**src/sv/ffs_pkg.sv**
```systemverilog
// Shared types, codes and helpers for the first-fit suballocator.
package ffs_pkg;

    // Field widths fixed by the interface
    localparam int SIZE_W   = 25;
    localparam int OFF_W    = 26;
    localparam int TYPE_W   = 3;
    localparam int FBLK_W   = 4;
    localparam int GRAN_W   = 17;
    localparam int STAT_W   = 2;

    // Default sizing
    localparam int DEF_NUM_BLOCKS        = 16;
    localparam int DEF_ENTRIES_PER_BLOCK = 64;
    localparam int DEF_BLOCK_BYTES       = 32'h0400_0000;
    localparam int DEF_NUM_TYPES         = 8;

    // Register reset values
    localparam logic [GRAN_W-1:0] GRAN_RESET   = 17'd1024;
    localparam logic [SIZE_W-1:0] MAXREQ_RESET = 25'h100_0000;

    // Configuration register indexes
    localparam logic REG_GRAN   = 1'b0;
    localparam logic REG_MAXREQ = 1'b1;

    // Operation codes
    localparam logic OP_ALLOC = 1'b0;
    localparam logic OP_FREE  = 1'b1;

    // Result status codes
    localparam logic [STAT_W-1:0] ST_OK        = 2'd0;
    localparam logic [STAT_W-1:0] ST_NO_SPACE  = 2'd1;
    localparam logic [STAT_W-1:0] ST_TOO_LARGE = 2'd2;
    localparam logic [STAT_W-1:0] ST_NOT_FOUND = 2'd3;

    // Controller to datapath commands
    typedef struct packed {
        logic load_req;
        logic binfo_rd;
        logic blk_next;
        logic ent_start;
        logic rd_entry;
        logic ent_next;
        logic open_blk;
        logic ins_init;
        logic ins_rd;
        logic ins_wr;
        logic put;
        logic del_init;
        logic del_rd;
        logic del_wr;
        logic del_done;
        logic fin;
        logic [STAT_W-1:0] code;
    } ffs_cmd_t;

    // Datapath to controller status
    typedef struct packed {
        logic op_free;
        logic too_large;
        logic type_bad;
        logic free_bad;
        logic b_done;
        logic blk_ok;
        logic have_free;
        logic size_over;
        logic i_at_end;
        logic fit;
        logic match;
        logic ins_done;
        logic del_last;
        logic out_busy;
    } ffs_stat_t;

    // Smear the highest set bit downward: result is 2*msb-1 (mask of msb and below)
    function automatic logic [SIZE_W-1:0] smear(input logic [SIZE_W-1:0] v);
        logic [SIZE_W-1:0] s;
        s = v | (v >> 1);
        s = s | (s >> 2);
        s = s | (s >> 4);
        s = s | (s >> 8);
        s = s | (s >> 16);
        return s;
    endfunction

endpackage

```
**src/sv/ffs_ctrl.sv**
```systemverilog
// Controller state machine for the first-fit suballocator.
module ffs_ctrl
    import ffs_pkg::*;
(
    input  logic      clk,
    input  logic      rst_n,
    input  logic      req_valid,
    output logic      req_ready,
    input  ffs_stat_t st,
    output ffs_cmd_t  cmd
);

    typedef enum logic [15:0] {
        S_IDLE    = 16'h0001,
        S_CHECK   = 16'h0002,
        S_BLK_RD  = 16'h0004,
        S_BLK     = 16'h0008,
        S_A_RD    = 16'h0010,
        S_A_EVAL  = 16'h0020,
        S_INS_CHK = 16'h0040,
        S_INS_WR  = 16'h0080,
        S_PUT     = 16'h0100,
        S_F_BI    = 16'h0200,
        S_F_LD    = 16'h0400,
        S_F_RD    = 16'h0800,
        S_F_EVAL  = 16'h1000,
        S_DEL_CHK = 16'h2000,
        S_DEL_WR  = 16'h4000,
        S_FIN     = 16'h8000
    } state_t;

    state_t            state_reg, state_next;
    logic [STAT_W-1:0] code_reg, code_next;

    always_ff @(posedge clk or negedge rst_n)
    begin
        if (!rst_n)
        begin
            state_reg <= S_IDLE;
            code_reg  <= ST_OK;
        end
        else
        begin
            state_reg <= state_next;
            code_reg  <= code_next;
        end
    end

    // Next state and command decode
    always_comb
    begin
        state_next = state_reg;
        code_next  = code_reg;
        cmd        = '0;
        cmd.code   = code_reg;
        req_ready  = 1'b0;
        case (state_reg)
            S_IDLE:
            begin
                req_ready = 1'b1;
                if (req_valid)
                begin
                    cmd.load_req = 1'b1;
                    state_next   = S_CHECK;
                end
            end
            S_CHECK:
            begin
                if (st.op_free)
                begin
                    if (st.free_bad)
                    begin
                        code_next  = ST_NOT_FOUND;
                        state_next = S_FIN;
                    end
                    else
                    begin
                        state_next = S_F_BI;
                    end
                end
                else if (st.too_large)
                begin
                    code_next  = ST_TOO_LARGE;
                    state_next = S_FIN;
                end
                else if (st.type_bad)
                begin
                    code_next  = ST_NO_SPACE;
                    state_next = S_FIN;
                end
                else
                begin
                    state_next = S_BLK_RD;
                end
            end
            S_BLK_RD:
            begin
                if (st.b_done)
                begin
                    if (st.have_free && !st.size_over)
                    begin
                        cmd.open_blk = 1'b1;
                        state_next   = S_PUT;
                    end
                    else
                    begin
                        code_next  = ST_NO_SPACE;
                        state_next = S_FIN;
                    end
                end
                else
                begin
                    cmd.binfo_rd = 1'b1;
                    state_next   = S_BLK;
                end
            end
            S_BLK:
            begin
                if (st.blk_ok)
                begin
                    cmd.ent_start = 1'b1;
                    state_next    = S_A_RD;
                end
                else
                begin
                    cmd.blk_next = 1'b1;
                    state_next   = S_BLK_RD;
                end
            end
            S_A_RD:
            begin
                cmd.rd_entry = 1'b1;
                state_next   = S_A_EVAL;
            end
            S_A_EVAL:
            begin
                if (st.fit)
                begin
                    cmd.ins_init = 1'b1;
                    state_next   = S_INS_CHK;
                end
                else if (st.i_at_end)
                begin
                    cmd.blk_next = 1'b1;
                    state_next   = S_BLK_RD;
                end
                else
                begin
                    cmd.ent_next = 1'b1;
                    state_next   = S_A_RD;
                end
            end
            S_INS_CHK:
            begin
                if (st.ins_done)
                begin
                    state_next = S_PUT;
                end
                else
                begin
                    cmd.ins_rd = 1'b1;
                    state_next = S_INS_WR;
                end
            end
            S_INS_WR:
            begin
                cmd.ins_wr = 1'b1;
                state_next = S_INS_CHK;
            end
            S_PUT:
            begin
                cmd.put    = 1'b1;
                code_next  = ST_OK;
                state_next = S_FIN;
            end
            S_F_BI:
            begin
                cmd.binfo_rd = 1'b1;
                state_next   = S_F_LD;
            end
            S_F_LD:
            begin
                cmd.ent_start = 1'b1;
                state_next    = S_F_RD;
            end
            S_F_RD:
            begin
                if (st.i_at_end)
                begin
                    code_next  = ST_NOT_FOUND;
                    state_next = S_FIN;
                end
                else
                begin
                    cmd.rd_entry = 1'b1;
                    state_next   = S_F_EVAL;
                end
            end
            S_F_EVAL:
            begin
                if (st.match)
                begin
                    cmd.del_init = 1'b1;
                    state_next   = S_DEL_CHK;
                end
                else
                begin
                    cmd.ent_next = 1'b1;
                    state_next   = S_F_RD;
                end
            end
            S_DEL_CHK:
            begin
                if (st.del_last)
                begin
                    cmd.del_done = 1'b1;
                    code_next    = ST_OK;
                    state_next   = S_FIN;
                end
                else
                begin
                    cmd.del_rd = 1'b1;
                    state_next = S_DEL_WR;
                end
            end
            S_DEL_WR:
            begin
                cmd.del_wr = 1'b1;
                state_next = S_DEL_CHK;
            end
            S_FIN:
            begin
                if (!st.out_busy)
                begin
                    cmd.fin    = 1'b1;
                    state_next = S_IDLE;
                end
            end
            default:
            begin
                state_next = S_IDLE;
            end
        endcase
    end

endmodule

```
**config.mk**
```make
export PLATFORM = sky130hd
export DESIGN_NAME = ffs_ctrl
export DESIGN_NICKNAME = d
export VERILOG_FILES = /design/src/sv/ffs_pkg.sv /design/src/sv/ffs_ctrl.sv
export SDC_FILE = /design/constraint.sdc
export NUM_CORES = 1
export LEC_CHECK = 0
export ABC_CLOCK_PERIOD_IN_PS = 2100
export BUFFER_PORTS_ARGS = -buffer_cell sky130_fd_sc_hd__buf_2
export CORE_ASPECT_RATIO = 1.4
export CORE_UTILIZATION = 46
export CTS_CLUSTER_SIZE = 12
export DETAILED_ROUTE_END_ITERATION = 7
export PLACE_DENSITY_LB_ADDON = 0.12
export RECOVER_POWER = 50
export SLEW_MARGIN = 10
export SYNTH_ARGS = -nofsm -noshare
export SYNTH_HDL_FRONTEND = slang
export SYNTH_SLANG_ARGS = --single-unit
```
**constraint.sdc**
```tcl
create_clock -name clk -period 2.1 [get_ports clk]
set_clock_uncertainty 0.1 [all_clocks]
set_input_delay 0.21 -clock clk [delete_from_list [all_inputs] [get_ports clk]]
set_output_delay 0.21 -clock clk [all_outputs]
set_load 0.02 [all_outputs]
```
==> metrics.yaml, run 1 <==
outcome: "did not finish"
stop_stage: "global routing (5_1_grt)"
firstError: "[ERROR GRT-0232] Routing congestion too high. Check the congestion heatmap in the GUI."
grt_max_degree: 19
yosys_register_bits: 18
synth_cells: 139
synth_nets: 156
h-tree-depth: 1
fp-row-count: 22
yosys_warnings: 0
ctsLongestPathBuffers: 2
io_pins: 36
io_buffers: 35
cts_inserted_buffers: 3
ys_types: 40
worstEpCategory: "output port"
die_h_um: 64.3
preCtsSetupSlack_ns: -0.140
yosysSeqAreaShare: 0.354
timing.grt.repair.worst_endpoint: "cmd[14]"
grt.overflow.total: 57
die_w_um: 46.5
start_util: 0.488
globalplace.congestion: 0.852
syn_area_mm2: 0.00128
dp_hpwl_um: 2940
track_usage: 0.794
syn_avg_cell_area_um2: 9.18
cts-root-buf: "clkbuf_4"
clock-sinks: 18
-- logic make-up after synthesis --
group                     synth area share
and+or+nand+nor                      0.488
DFF                                  0.354
AOI/OAI and AO/OA                   0.0872
buffers and inverters               0.0265
xor gates and xnor gates            0.0274
muxes                               0.0167
-- per-layer routing --
layer / overflow / GRT usage
met5: 0 / 0
met4: 33 / 0.949
met3: 0 / 0.466
met2: 24 / 0.962
met1: 0 / 0.818
-- metrics by stage --
stage / util / std cells / cell area (um^2) / TNS, ns
3_3_place_gp: 0.676 / 246 / 1770 / -0.331
4_1_cts: 0.877 / 272 / 2290 / -2.76
2_1_floorplan: - / 139 / 1280 / -0.0784
3_5_place_dp: 0.676 / 246 / 1770 / -0.463
-- what timing repair did --
action / in CTS
pin swaps: 15
endpoints found under the hold margin: 18
hold buffers: 2
gates resized for setup: 86
setup buffers: 20
endpoints found under the setup margin: 20
-- synthesized netlist by cell type (all sizes together) --
master	instances	area share
dfrtp	17	0.33
nor2	13	0.044
nor3	13	0.055
nand2	12	0.037
nor4b	9	0.074
and3	7	0.036
inv	7	0.021
o21ai	6	0.024
nand4	5	0.025
nor4	5	0.076
nand3	4	0.016
nor2b	4	0.020
or2	4	0.020
xor2	4	0.027
and2	3	0.015
or4	3	0.021
a21o	2	0.012
a21oi	2	0.0078
and3b	2	0.014
nor3b	2	0.012
o21bai	2	0.012
o31ai	2	0.012
a2bb2oi	1	0.0069
and4b	1	0.0078
buf	1	0.0059
dfstp	1	0.021
mux2	1	0.0088
mux2i	1	0.0078
nand2b	1	0.0049
o22a	1	0.0069
o32ai	1	0.0069
or3	1	0.0049
or4b	1	0.0078
==> run 2, diff against run 1 <==
- ABC_CLOCK_PERIOD_IN_PS: 2100 -> 2700
- CORE_AREA: default -> 2 2 63 65
- CORE_ASPECT_RATIO: 1.4 -> default
- CORE_UTILIZATION: 46 -> default
- CTS_CLUSTER_SIZE: 12 -> default
- DIE_AREA: default -> 0 0 65 67
- PLACE_DENSITY_LB_ADDON: 0.12 -> 0.15
- clock period: 2.1 -> 2.7 ns (I/O delays scaled with it)
==> run 2 against run 1 <==
  * The run now ends clean
  * Area after synthesis is the same
  * Synthesized cell count is the same
==> metrics.yaml, run 2 <==
nNetsFinal: 200
r2r_start: "state_reg[9]$_DFFE_PN0P_"
cp_num_cells: 5
placed_cells: 223  # -9.3%
crit_chain: "nor4_4, nand2_1, nor3_1, or2_2, buf_2"
die_h_um: 67  # +4.2%
yosys_register_bits: 18  # unchanged
tightest_slew_ns: 1.03
ys.flop_type: "dfrtp_1"
grt_pass1_vias: 1122
grt.overflow.total: 0
vias: 1266
ir_drop_v: 0.000213
yosys.area.top_type: "dfrtp_1"
cts-root-buf: "clkbuf_8"
grt_pass1_wl_um: 5600
min-delay-path-class: "input port to flip-flop"
path_clk_slew_ns: 0.07
p_sw_frac: 0.397
ys_async_sr_fraction: 1.00  # unchanged
final_cell_mix: "32 x buf_2, 17 x dfrtp_1, 12 x nor3_1, 12 x nor2_1, 11 x nand2_1"
yosysSeqAreaShare: 0.354  # unchanged
synth_common_cells: "17 x dfrtp_1, 12 x nor2_1, 12 x nor3_1"
cell_internal_pwr_uw: 636
worst-path-buf-inv: 1
synthTopCellsByArea: "dfrtp_1 33%, nor4_4 6.7%, nor4b_1 5.5%"
p_clk_frac: 0.218
antennaDiodeCount: 0
drtPass1Iterations: 4
drv_cap: 0
arrival_ns: 2.19
hold_depth: 2
grt_max_degree: 19
synth_edf_count: 0  # unchanged
wl_per_cell_um: 14.9
fmax_mhz: 390
cts_inserted_buffers: 3  # unchanged
min_to: "state_reg[7]$_DFFE_PN0P_"
dp_hpwl_um: 2710  # -8.1%
outcome: "complete, no violations"
finalHoldViolCount: 0
crit_path_start_kind: "flip-flop"
ctsLongestPathBuffers: 2  # unchanged
globalplace.congestion: 0.908  # +6.6%
ys_types: 40  # unchanged
die_area_mm2: 0.00436
p_switching_uw: 418
drtIter0Drc: 61
insertion_delay_ns: 0.26
cpMaxStageDelayCell: "dfrtp_1"
synth_top_area_share: 0.333  # unchanged
power_frac_comb: 0.428
h-tree-depth: 1  # unchanged
track_usage: 0.174
crit_family: "simple AND/OR/NAND/NOR gates"
max_slew_margin: 0.311
detail-route-antenna-nets: 0
area_delta_synth_final_pct: 25.3
drc: 0
fp-row-count: 22  # unchanged
finalWirelength_um: 3430
clock-sinks: 18  # unchanged
crit_fanout: 7
setup-tns-final_ns: 0
largest_register_ffs: 16
end_kind: "output port"
rsz0062_at_grt: "no"
fin_crit_sh: 0.949
cts_tree: "done"
final_common_cell: "buf_2"
io_buffers: 35  # unchanged
finalMaxSlewViolations: 0
yosysMostFrequentCell: "dfrtp_1"
io_pins: 36  # unchanged
period_minus_slack_ns: 2.56
cp.required_ns: 2.33
core_mm2: 0.00361
drive_above_1_share: 0.313
synth_cells: 139  # unchanged
r2r-end: "code_reg[0]$_DFFE_PN0P_"
r2r_cells: 6
die_w_um: 65  # +40%
syn_area_mm2: 0.00128  # unchanged
p_per_area_mw_per_mm2: 659
synth_nets: 156  # unchanged
hp-start: "st[2]"
slowest_delay_ns: 0.47
yosys_warnings: 0  # unchanged
start_util: 0.354  # -0.134
leakage_uw: 0.000834
final_cells: 230
antenna_found_initial: 0
viasPerCell: 5.50
criticalPathCategory: "flip-flop to output port"
finalSetupViolCount: 0
ff2ff_setup_slack_ns: 0.37
p_seq_frac: 0.355
syn_avg_cell_area_um2: 9.18  # unchanged
[run 2: cell counts after synthesis]
No cell type changed its count.
[run 2: worst max path at each step]
stage	from	endpoint	slack [ns]
after floorplan	state_reg[13]$_DFFE_PN0P_	code_reg[0]$_DFFE_PN0P_	0.52
final	state_reg[9]$_DFFE_PN0P_	cmd[16]	0.14
after global routing	state_reg[9]$_DFFE_PN0P_	cmd[16]	0.002
after detailed placement	state_reg[13]$_DFFE_PN0P_	cmd[9]	0.27
after CTS	state_reg[9]$_DFFE_PN0P_	cmd[9]	0.04
after global placement	state_reg[13]$_DFFE_PN0P_	cmd[9]	0.31
[run 2: layout make-up]
| class | count | area (um^2) |
|---|---|---|
| Fill cell | 368 | 2010 |
| Inverter | 7 | 26.3 |
| Tap cell | 48 | 60.1 |
| Timing Repair Buffer | 40 | 211 |
| Clock buffer | 4 | 55.1 |
| Sequential cell | 18 | 452 |
| Multi-Input combinational cell | 113 | 795 |
[run 2: per-layer routing]
| metal | track usage | vias to the layer above | part of all wire |
|---|---|---|---|
| met5 | 0 | - | 0 |
| met4 | 0.0904 | 0 | 0.024 |
| met3 | 0.0236 | 5 | 0.087 |
| met2 | 0.276 | 69 | 0.46 |
| met1 | 0.229 | 586 | 0.43 |
| li1 | - | 606 | - |
[run 2: timing repair]
item                       4_1_cts  5_1_grt
setup endpoints to repair        1        1
buffers inserted                 2        0
hold buffers                     1        0
resized for setup                0        1
hold endpoints to repair        17        0
pin swaps                        1        1
[run 2: stage by stage]
step	setup slack [ns]	power [uW]	utilization	hold WS, ns	area (um^2)
5_1_grt	0.00201	1130	0.443	0.0739	1600
2_1_floorplan	0.522	691	-	-0.126	1280
6_report	0.139	1050	0.443	0.0765	1600
4_1_cts	0.0376	1070	0.443	0.0777	1600
3_5_place_dp	0.275	812	0.421	0.132	1520
3_3_place_gp	0.310	807	0.421	0.128	1520
[run 2: cells by family after synthesis]
| family | after synthesis | synth area share |
|---|---|---|
| simple gates | 90 | 0.488 |
| mux | 2 | 0.0167 |
| xor+xnor | 4 | 0.0274 |
| buf+inv | 8 | 0.0265 |
| compound gates | 17 | 0.0872 |
| flops | 18 | 0.354 |
[run 2: worst reg2reg max path: cells and delay by family (launching register included)]
kind            cells  cell delay [ns]
simple gates        4             1.11
flops               1             0.47
mux                 1             0.35
compound gates      1             0.18
[run 2: power groups by stage]
stage          Combinational [uW]  Clock, uW  Sequential, uW
6_report                      451        230             374
5_1_grt                       497        250             381
4_1_cts                       457        237             374
3_5_place_dp                  433          0             378
3_3_place_gp                  430          0             376
2_1_floorplan                 325          0             366
Note: power is estimated with default switching activity, not from simulation.
